### src/hdl/dls_pkg.sv
package dls_pkg;

	localparam int MAX_VERTICES_DEF = 32;
	localparam int ID_W             = 32;
	localparam int STATUS_W         = 3;
	localparam int LEVEL_W          = 5;

	typedef enum logic [1:0] {
		OP_ADD_VERTEX = 2'd0,
		OP_ADD_DEP    = 2'd1,
		OP_PLAN       = 2'd2,
		OP_NONE       = 2'd3
	} opcode_t;

	typedef enum logic [STATUS_W-1:0] {
		ST_OK      = 3'd0,
		ST_DUP     = 3'd1,
		ST_FULL    = 3'd2,
		ST_UNKNOWN = 3'd3,
		ST_CYCLE   = 3'd4,
		ST_EMPTY   = 3'd5
	} status_t;

	typedef enum logic [3:0] {
		S_IDLE,
		S_FIND,
		S_DECIDE,
		S_RCH_PICK,
		S_RCH_OR,
		S_LINK_RD,
		S_LINK_WR,
		S_LVL,
		S_SEL,
		S_EMIT
	} state_t;

endpackage

### src/hdl/dependency_level_scheduler.sv
// every command first looks its ids up in the id memory,
// one id memory entry per cycle; add vertex then replies from the decide step
// add dependency: walks every vertex reachable from the child, then reads and writes the parent row to commit
// plan: a dependency row sweep per level plus an id sweep per emitted vertex
// one command in flight at a time; results come out one beat per strobe, no stall
// reset: asynchronous, clears the vertex count and control; memories are not cleared
module dependency_level_scheduler #(
	parameter int MAX_VERTICES = dls_pkg::MAX_VERTICES_DEF
) (
	input  logic                          clk,
	input  logic                          arst_n,
	input  logic                          start,
	output logic                          busy,
	input  logic [1:0]                    opcode,
	input  logic [dls_pkg::ID_W-1:0]      first_id,
	input  logic [dls_pkg::ID_W-1:0]      second_id,
	output logic                          result_strobe,
	output logic [dls_pkg::STATUS_W-1:0]  status,
	output logic [dls_pkg::LEVEL_W-1:0]   level,
	output logic [dls_pkg::ID_W-1:0]      vertex_id,
	output logic                          last_in_level,
	output logic                          last
);
	import dls_pkg::*;

	localparam int N  = MAX_VERTICES;
	localparam int IW = $clog2(N);
	localparam int CW = $clog2(N + 1);

	// command register
	state_t             state_q, state_d;
	opcode_t            op_q;
	logic [ID_W-1:0]    a_q, b_q;
	logic [CW-1:0]      count_q;

	// sweep counter and the read stage behind it
	logic [CW-1:0]      cnt_q;
	logic               vld_s1;
	logic [IW-1:0]      idx_s1;
	logic               scan_st;
	logic               scan_more;

	// lookup hits
	logic               p_hit_q, c_hit_q;
	logic [IW-1:0]      p_idx_q, c_idx_q;

	// reachability worklist
	logic [N-1:0]       reach_q, visit_q, pend;
	logic [IW-1:0]      pick_idx;
	logic               pick_found;

	// plan walk
	logic [N-1:0]       done_q, blocked_q, ready_q, left_q, nmask, ready_w, best_bit, left_nx;
	logic [IW-1:0]      best_idx_q;
	logic [ID_W-1:0]    best_id_q;
	logic               best_hit_q;
	logic [LEVEL_W-1:0] lvl_q;
	logic [CW-1:0]      k_q;
	logic               lvl_end, plan_end;
	logic               strobe_d;

	// memories: ids and dependency rows, registered read
	logic [ID_W-1:0]    tbl_mem [N];
	logic [N-1:0]       edg_mem [N];
	logic               tbl_we, edg_we;
	logic [IW-1:0]      tbl_waddr, tbl_raddr, edg_waddr, edg_raddr;
	logic [ID_W-1:0]    tbl_wdata, tbl_rdata_q;
	logic [N-1:0]       edg_wdata, edg_rdata_q;

	always_ff @(posedge clk) begin
		if (tbl_we) begin
			tbl_mem[tbl_waddr] <= tbl_wdata;
		end
		tbl_rdata_q <= tbl_mem[tbl_raddr];
	end

	always_ff @(posedge clk) begin
		if (edg_we) begin
			edg_mem[edg_waddr] <= edg_wdata;
		end
		edg_rdata_q <= edg_mem[edg_raddr];
	end

	// next vertex of the worklist to expand
	assign pend = reach_q & ~visit_q;

	dls_lowbit #(.W(N)) u_pick (
		.vec   (pend),
		.idx   (pick_idx),
		.found (pick_found)
	);

	// slots in use
	always_comb begin
		for (int i = 0; i < N; i++) begin
			nmask[i] = (CW'(i) < count_q);
		end
	end

	assign ready_w   = ~done_q & ~blocked_q & nmask;
	assign best_bit  = {{(N-1){1'b0}}, 1'b1} << best_idx_q;
	assign left_nx   = left_q & ~best_bit;
	assign lvl_end   = (left_nx == '0);
	assign plan_end  = lvl_end && ((k_q + CW'(1)) == count_q);
	assign scan_st   = (state_q == S_FIND) || (state_q == S_LVL) || (state_q == S_SEL);
	assign scan_more = (cnt_q < count_q);

	// next state
	always_comb begin
		state_d = state_q;
		unique case (state_q)
			S_IDLE: begin
				if (start) state_d = S_FIND;
			end
			S_FIND: begin
				if (!scan_more && !vld_s1) state_d = S_DECIDE;
			end
			S_DECIDE: begin
				unique case (op_q)
					OP_ADD_DEP: state_d = (p_hit_q && c_hit_q) ? S_RCH_PICK : S_IDLE;
					OP_PLAN:    state_d = (count_q != '0) ? S_LVL : S_IDLE;
					OP_ADD_VERTEX, OP_NONE: state_d = S_IDLE;
					default:    state_d = S_IDLE;
				endcase
			end
			S_RCH_PICK: begin
				if (pick_found) state_d = S_RCH_OR;
				else state_d = reach_q[p_idx_q] ? S_IDLE : S_LINK_RD;
			end
			S_RCH_OR:  state_d = S_RCH_PICK;
			S_LINK_RD: state_d = S_LINK_WR;
			S_LINK_WR: state_d = S_IDLE;
			S_LVL: begin
				if (!scan_more && !vld_s1) state_d = S_SEL;
			end
			S_SEL: begin
				if (!scan_more && !vld_s1) state_d = S_EMIT;
			end
			S_EMIT: begin
				if (plan_end) state_d = S_IDLE;
				else if (lvl_end) state_d = S_LVL;
				else state_d = S_SEL;
			end
			default: state_d = S_IDLE;
		endcase
	end

	// reply strobe for the next cycle
	always_comb begin
		strobe_d = 1'b0;
		unique case (state_q)
			S_DECIDE: begin
				strobe_d = (op_q != OP_ADD_DEP && !(op_q == OP_PLAN && count_q != '0)) ||
				           (op_q == OP_ADD_DEP && !(p_hit_q && c_hit_q));
			end
			S_RCH_PICK: strobe_d = !pick_found && reach_q[p_idx_q];
			S_LINK_WR, S_EMIT: strobe_d = 1'b1;
			S_IDLE, S_FIND, S_RCH_OR, S_LINK_RD, S_LVL, S_SEL: begin
			end
			default: begin
			end
		endcase
	end

	// memory control
	always_comb begin
		tbl_we    = 1'b0;
		tbl_waddr = count_q[IW-1:0];
		tbl_wdata = a_q;
		tbl_raddr = cnt_q[IW-1:0];
		edg_we    = 1'b0;
		edg_waddr = count_q[IW-1:0];
		edg_wdata = '0;
		edg_raddr = cnt_q[IW-1:0];
		unique case (state_q)
			S_DECIDE: begin
				// fresh vertex gets a cleared dependency row
				if (op_q == OP_ADD_VERTEX && !p_hit_q && count_q != CW'(N)) begin
					tbl_we = 1'b1;
					edg_we = 1'b1;
				end
			end
			S_RCH_PICK: edg_raddr = pick_idx;
			S_LINK_RD:  edg_raddr = p_idx_q;
			S_LINK_WR: begin
				edg_we    = 1'b1;
				edg_waddr = p_idx_q;
				edg_wdata = edg_rdata_q | ({{(N-1){1'b0}}, 1'b1} << c_idx_q);
			end
			S_IDLE, S_FIND, S_RCH_OR, S_LVL, S_SEL, S_EMIT: begin
			end
			default: begin
			end
		endcase
	end

	always_ff @(posedge clk or negedge arst_n) begin
		if (!arst_n) begin
			state_q <= S_IDLE;
			count_q <= '0;
			cnt_q   <= '0;
			vld_s1  <= 1'b0;
			result_strobe <= 1'b0;
		end else begin
			state_q <= state_d;
			result_strobe <= strobe_d;

			// sweep issue: one entry per cycle
			if (scan_st && scan_more) begin
				vld_s1 <= 1'b1;
				cnt_q  <= cnt_q + CW'(1);
			end else begin
				vld_s1 <= 1'b0;
			end

			if (state_q == S_DECIDE && op_q == OP_ADD_VERTEX &&
			    !p_hit_q && count_q != CW'(N)) begin
				count_q <= count_q + CW'(1);
			end
			if (state_q == S_DECIDE || state_q == S_EMIT) begin
				cnt_q <= '0;
			end
			if (state_q == S_LVL && !scan_more && !vld_s1) begin
				cnt_q <= '0;
			end
			if (state_q == S_IDLE) begin
				cnt_q <= '0;
			end
		end
	end

	// datapath registers
	always_ff @(posedge clk) begin
		if (scan_st && scan_more) idx_s1 <= cnt_q[IW-1:0];

		unique case (state_q)
			S_IDLE: begin
				op_q    <= opcode_t'(opcode);
				a_q     <= first_id;
				b_q     <= second_id;
				p_hit_q <= 1'b0;
				c_hit_q <= 1'b0;
			end
			S_FIND: begin
				if (vld_s1 && !p_hit_q && tbl_rdata_q == a_q) begin
					p_hit_q <= 1'b1;
					p_idx_q <= idx_s1;
				end
				if (vld_s1 && !c_hit_q && tbl_rdata_q == b_q) begin
					c_hit_q <= 1'b1;
					c_idx_q <= idx_s1;
				end
			end
			S_DECIDE: begin
				level         <= '0;
				vertex_id     <= '0;
				last_in_level <= 1'b0;
				last          <= 1'b1;
				unique case (op_q)
					OP_ADD_VERTEX: begin
						status <= p_hit_q ? ST_DUP :
						          ((count_q == CW'(N)) ? ST_FULL : ST_OK);
					end
					OP_ADD_DEP: begin
						status <= (p_hit_q && c_hit_q) ? ST_OK : ST_UNKNOWN;
					end
					OP_PLAN: begin
						status <= (count_q == '0) ? ST_EMPTY : ST_OK;
					end
					OP_NONE: begin
						status <= ST_OK;
					end
					default: begin
						status <= ST_OK;
					end
				endcase
				// seed walk state for the longer commands
				reach_q    <= {{(N-1){1'b0}}, 1'b1} << c_idx_q;
				visit_q    <= '0;
				done_q     <= '0;
				blocked_q  <= '0;
				lvl_q      <= '0;
				k_q        <= '0;
				best_hit_q <= 1'b0;
			end
			S_RCH_PICK: begin
				if (pick_found) begin
					visit_q <= visit_q | ({{(N-1){1'b0}}, 1'b1} << pick_idx);
				end else begin
					// child already reaches parent: edge would close a cycle
					status        <= ST_CYCLE;
					level         <= '0;
					vertex_id     <= '0;
					last_in_level <= 1'b0;
					last          <= 1'b1;
				end
			end
			S_RCH_OR: reach_q <= reach_q | edg_rdata_q;
			S_LINK_RD: begin
			end
			S_LINK_WR: begin
				status        <= ST_OK;
				level         <= '0;
				vertex_id     <= '0;
				last_in_level <= 1'b0;
				last          <= 1'b1;
			end
			S_LVL: begin
				// rows of unplaced vertices hold back their children
				if (vld_s1 && !done_q[idx_s1]) blocked_q <= blocked_q | edg_rdata_q;
				if (!scan_more && !vld_s1) begin
					ready_q    <= ready_w;
					left_q     <= ready_w;
					best_hit_q <= 1'b0;
				end
			end
			S_SEL: begin
				// smallest id among the level's remaining vertices
				if (vld_s1 && left_q[idx_s1] && (!best_hit_q || tbl_rdata_q < best_id_q)) begin
					best_hit_q <= 1'b1;
					best_idx_q <= idx_s1;
					best_id_q  <= tbl_rdata_q;
				end
			end
			S_EMIT: begin
				status        <= ST_OK;
				level         <= lvl_q;
				vertex_id     <= best_id_q;
				last_in_level <= lvl_end;
				last          <= plan_end;
				left_q        <= left_nx;
				k_q           <= k_q + CW'(1);
				best_hit_q    <= 1'b0;
				if (lvl_end) begin
					done_q    <= done_q | ready_q;
					lvl_q     <= lvl_q + LEVEL_W'(1);
					blocked_q <= '0;
				end
			end
			default: begin
			end
		endcase
	end

	assign busy = (state_q != S_IDLE);

	// a command always leaves idle
	a_start_busy: assert property (@(posedge clk) disable iff (!arst_n)
		start && !busy |=> busy) else $error("start not taken");

	// the closing beat of a command coincides with return to idle
	a_last_idle: assert property (@(posedge clk) disable iff (!arst_n)
		result_strobe && last |-> !busy) else $error("busy after last beat");

	a_mid_busy: assert property (@(posedge clk) disable iff (!arst_n)
		result_strobe && !last |-> busy) else $error("idle inside plan");

	// error replies are single beats
	a_err_last: assert property (@(posedge clk) disable iff (!arst_n)
		result_strobe && status != ST_OK |-> last) else $error("error beat not last");

	a_count_max: assert property (@(posedge clk) disable iff (!arst_n)
		count_q <= CW'(N)) else $error("vertex count overflow");

endmodule

### src/hdl/dls_lowbit.sv
module dls_lowbit #(
	parameter int W = 32
) (
	input  logic [W-1:0]         vec,
	output logic [$clog2(W)-1:0] idx,
	output logic                 found
);
	// lowest set bit wins
	always_comb begin
		idx   = '0;
		found = 1'b0;
		for (int i = W - 1; i >= 0; i--) begin
			if (vec[i]) begin
				idx   = ($clog2(W))'(i);
				found = 1'b1;
			end
		end
	end
endmodule
### config.mk
export PLATFORM = sky130hd
export DESIGN_NAME = dependency_level_scheduler
export DESIGN_NICKNAME = d
export VERILOG_FILES = /design/src/hdl/dls_pkg.sv /design/src/hdl/dependency_level_scheduler.sv /design/src/hdl/dls_lowbit.sv
export SDC_FILE = /design/constraint.sdc
export NUM_CORES = 2
export LEC_CHECK = 0
export BUFFER_PORTS_ARGS = -buffer_cell sky130_fd_sc_hd__buf_2
export CAP_MARGIN = 5
export CORE_MARGIN = 4
export CORE_UTILIZATION = 45
export CTS_BUF_LIST = sky130_fd_sc_hd__clkbuf_4
export DETAILED_ROUTE_END_ITERATION = 10
export PLACE_DENSITY = 0.63
export SETUP_SLACK_MARGIN = 0.2
export SLEW_MARGIN = 20
export SYNTH_ARGS = -nofsm -noshare
export SYNTH_HDL_FRONTEND = slang
export SYNTH_SLANG_ARGS = --single-unit
### constraint.sdc
create_clock -name clk -period 16.6 [get_ports clk]
set_clock_uncertainty 0.05 [all_clocks]
set_input_delay 3.32 -clock clk [delete_from_list [all_inputs] [get_ports clk]]
set_output_delay 3.32 -clock clk [all_outputs]
set_load 0.03 [all_outputs]
==> out/results.tsv <==
stage	metric	value	unit
status	status	finished clean	
worst_setup_path	arrival	2.73	ns
timing	finalSetupTns	0	ns
synth	seq_area_frac_synth	75.35	%
route	ant_nets	0	
layout	nets	6296	
clock_tree	ctsResizeCount	0	
pwr	comb_power_share	18.5	%
worst_setup_path	cpMaxStageDelayCell	dfrtp_1	
synth	netlist_area	98500	um2
worst_setup_path	slowest_delay	0.55	ns
synth	synthCells	5565	
clock_tree	htreeDepth	6	
clock_tree	clockBufferDepth	4	
synth	asyncSetResetFlopFracSynth	0.7212	%
clock_tree	cts_root_buffer	clkbuf_4	
layout	finalCoreUtilization	51.22	%
synth	synth_fa_ha_area_share	0.5462	%
pwr	clkPwrFrac	31.7	%
route	wl	264900	um
placed_design	post-dp-hpwl	141400	um
clock_tree	cts_buffers	647	
route	drt_iter0_markers	6740	
route	wl_per_cell	27.82	um
layout	drive_gt1_share	27.21	%
worst_setup_path	end_kind	output port	
synth	ys_seq_elements	2496	
layout	layout_commonest_cell	edfxtp_1	
clock_tree	cts.sinks	2496	
die	rows	171	
die	dieWidth	475.8	um
pwr	seqPwrFrac	49.8	%
synth	synth-compound-area-share	4.734	%
clock_tree	post_cts_buffers	0	
grt	grt_first_pass_wirelength	379800	um
synth	synth-xor-area-share	0.7647	%
pwr	p_leak	38.66	nW
grt	grt_max_degree	142	
timing	fin_crit_sh	36.73	%
die	io_pins	113	
die	core_area	217400	um2
die	initial_utilization	45.31	%
route	firstDrtPassIters	6	
layout	layout_common_cells	edfxtp_1, clkbuf_4, nand2_1	
route	drc	0	
worst_setup_path	crit_required	13.23	ns
timing	worstMarginPinSlew	1.154	ns
pwr	switching_power	4.924	mW
layout	synthToLayoutAreaGrowth	13.04	%
worst_setup_path	cp_max_fo	16	
route	via_per_inst	5.950	
grt	antenna_found_initial	12	
clock_tree	cts_tree	yes	
die	dieArea	226400	um2
synth	synth.avg_cell_area	17.70	um2
pwr	switching_share	30.16	%
grt	grt_overflow	0	
flow_run	drv_cap	0	
placed_design	numPortBuffers	112	
timing	slew_headroom	23.09	%
synth	ys_types	88	
synth	synthSimpleGateAreaFrac	5.974	%
synth	synth_top_family_by_area	multiplexers	
synth	synth_edf_count	2414	
clock_tree	clkTransAtPathRegs	0.07	ns
pwr	vdd_drop_max	0.1892	mV
grt	track_usage	23.13	%
worst_setup_path	cp-start-kind	flip-flop	
grt	grt_pass1_vias	55680	
timing	hold_viol	0	
layout	n_fill_cell	17780	
synth	ys.flop_type	edfxtp_1	
clock_tree	cts_hold_buf	0	
pwr	power_density	146.6	nW/um2
synth	syn_nets	5677	
timing	setup_viol	0	
worst_setup_path	path_cells	nor2_1 -> nand2_1 -> buf_2	
clock_tree	clk_latency	1.38	ns
timing	max_freq	164.0	MHz
synth	ys_warn_count	0	
die	die_y	475.8	um
worst_setup_path	worstSetupPathType	reg -> out	
route	vias	56660	
placed_design	gp_congestion	0.9048	
synth	synth_mux_area_share	11.01	%
timing	fin_crit	6.098	ns
timing	final_max_slew_viol_count	0	
worst_hold_path	hold_path.class	reg -> reg	
pwr	intPower	11.40	mW
timing	grt_setup_unrepaired	false	
[critical path, delay by kind of cell, from the launching register on]
kind / cells / cell delay (ns)
flip-flops: 1 / 0.55
AND/OR/NAND/NOR: 2 / 0.67
buffers and inverters: 1 / 0.28
[cell type report]
type                       instances  area, um2  area share [%]
clock buffer                     957       7184           6.453
tap                             2854       3571           3.207
antenna                           23      57.56         0.05169
multi-input combinational       2722      23550           21.15
inverter                          60      226.5          0.2034
sequential                      2496      74240           66.68
timing repair buffer             257       1684           1.513
clock inverter                   153      828.3          0.7439
[metrics by stage]
step	instance area [um2]	power (mW)	std cells	setup slack, ns	hold slack, ns
after CTS	111100	16.42	9496	10.33	0.3617
after detailed placement	103100	11.24	8386	10.66	0.4725
after floorplan	98500	10.18	5565	11.39	0.3987
final	111300	16.32	9522	10.50	0.3582
after global placement	103100	11.18	8386	10.81	0.4606
after global routing	111300	17.06	9511	10.28	0.3933
[cell families (layout without fill, tap and decap cells)]
logic type	Yosys count	after routing
other	0	23
buffers and inverters	347	1427
DFF	2496	2496
xor gates and xnor gates	86	86
AOI/OAI and AO/OA	629	629
and+or+nand+nor	1322	1322
muxes	642	642
adders and majority gates	43	43
[power groups by stage]
stage          sequential [mW]  clock (mW)  combinational, mW
6_report                  8.12        5.18               3.02
5_1_grt                   8.15        5.67               3.24
4_1_cts                   8.14        5.30               2.97
3_5_place_dp              8.27           0               2.97
3_3_place_gp              8.25           0               2.92
2_1_floorplan             8.01           0               2.17
[final timing paths]
path                                             start                        to  slack, ns  cells past startpoint
worst max-delay path            state_q[2]$_DFFE_PN0P_                      busy      10.50                      3
worst min-delay path             ready_q[23]$_DFFE_PP_  done_q[23]$_SDFFCE_PN0P_       0.36                      2
worst max register to register    reach_q[7]$_DFFE_PP_    edg_rdata_q[2]$_DFF_P_      10.56                     12
worst min register to register   ready_q[23]$_DFFE_PP_  done_q[23]$_SDFFCE_PN0P_       0.36                      2
max in group asynchronous                       arst_n      cnt_q[0]$_DFFE_PN0P_      14.02                      1
min in group asynchronous                       arst_n    count_q[5]$_DFFE_PN0P_       1.94                      1
[routing by layer]
metal	global-route usage [%]	share of wire, %
met5	0	0
met1	31.84	40
met4	9.830	3.8
met3	4.748	9.3
met2	36.10	47
[cells in the mapped netlist (43+ instances only)]
master / number / area share (%)
edfxtp_1: 2414 / 74
inv_1: 57 / 0.22
mux4_2: 350 / 8.0
nor3_1: 46 / 0.23
xor2_1: 71 / 0.63
a32oi_1: 258 / 2.3
dfxtp_1: 64 / 1.3
mux2i_1: 258 / 2.6
clkbuf_1: 156 / 0.59
nand2_1: 616 / 2.3
o21ai_0: 127 / 0.65
buf_2: 72 / 0.37
ha_1: 43 / 0.55
nand4_1: 82 / 0.52
nor2_1: 377 / 1.4
a21oi_1: 72 / 0.37
[sequential cells by signal, indices dropped and copies added, names as in the netlist, 5 cells and up]
name         count
edg_rdata_q     32
c_idx_q          5
visit_q         32
vertex_id       32
lvl_q            5
edg_mem       1024
level            5
tbl_mem       1024
tbl_rdata_q     32
cnt_q            6
done_q          32
best_id_q       32
p_idx_q          5
b_q             32
left_q          32
count_q          6
ready_q         32
a_q             32
idx_s1           5
k_q              6
reach_q         32
best_idx_q       5
blocked_q       32
Power figures use the tool's default switching activity.
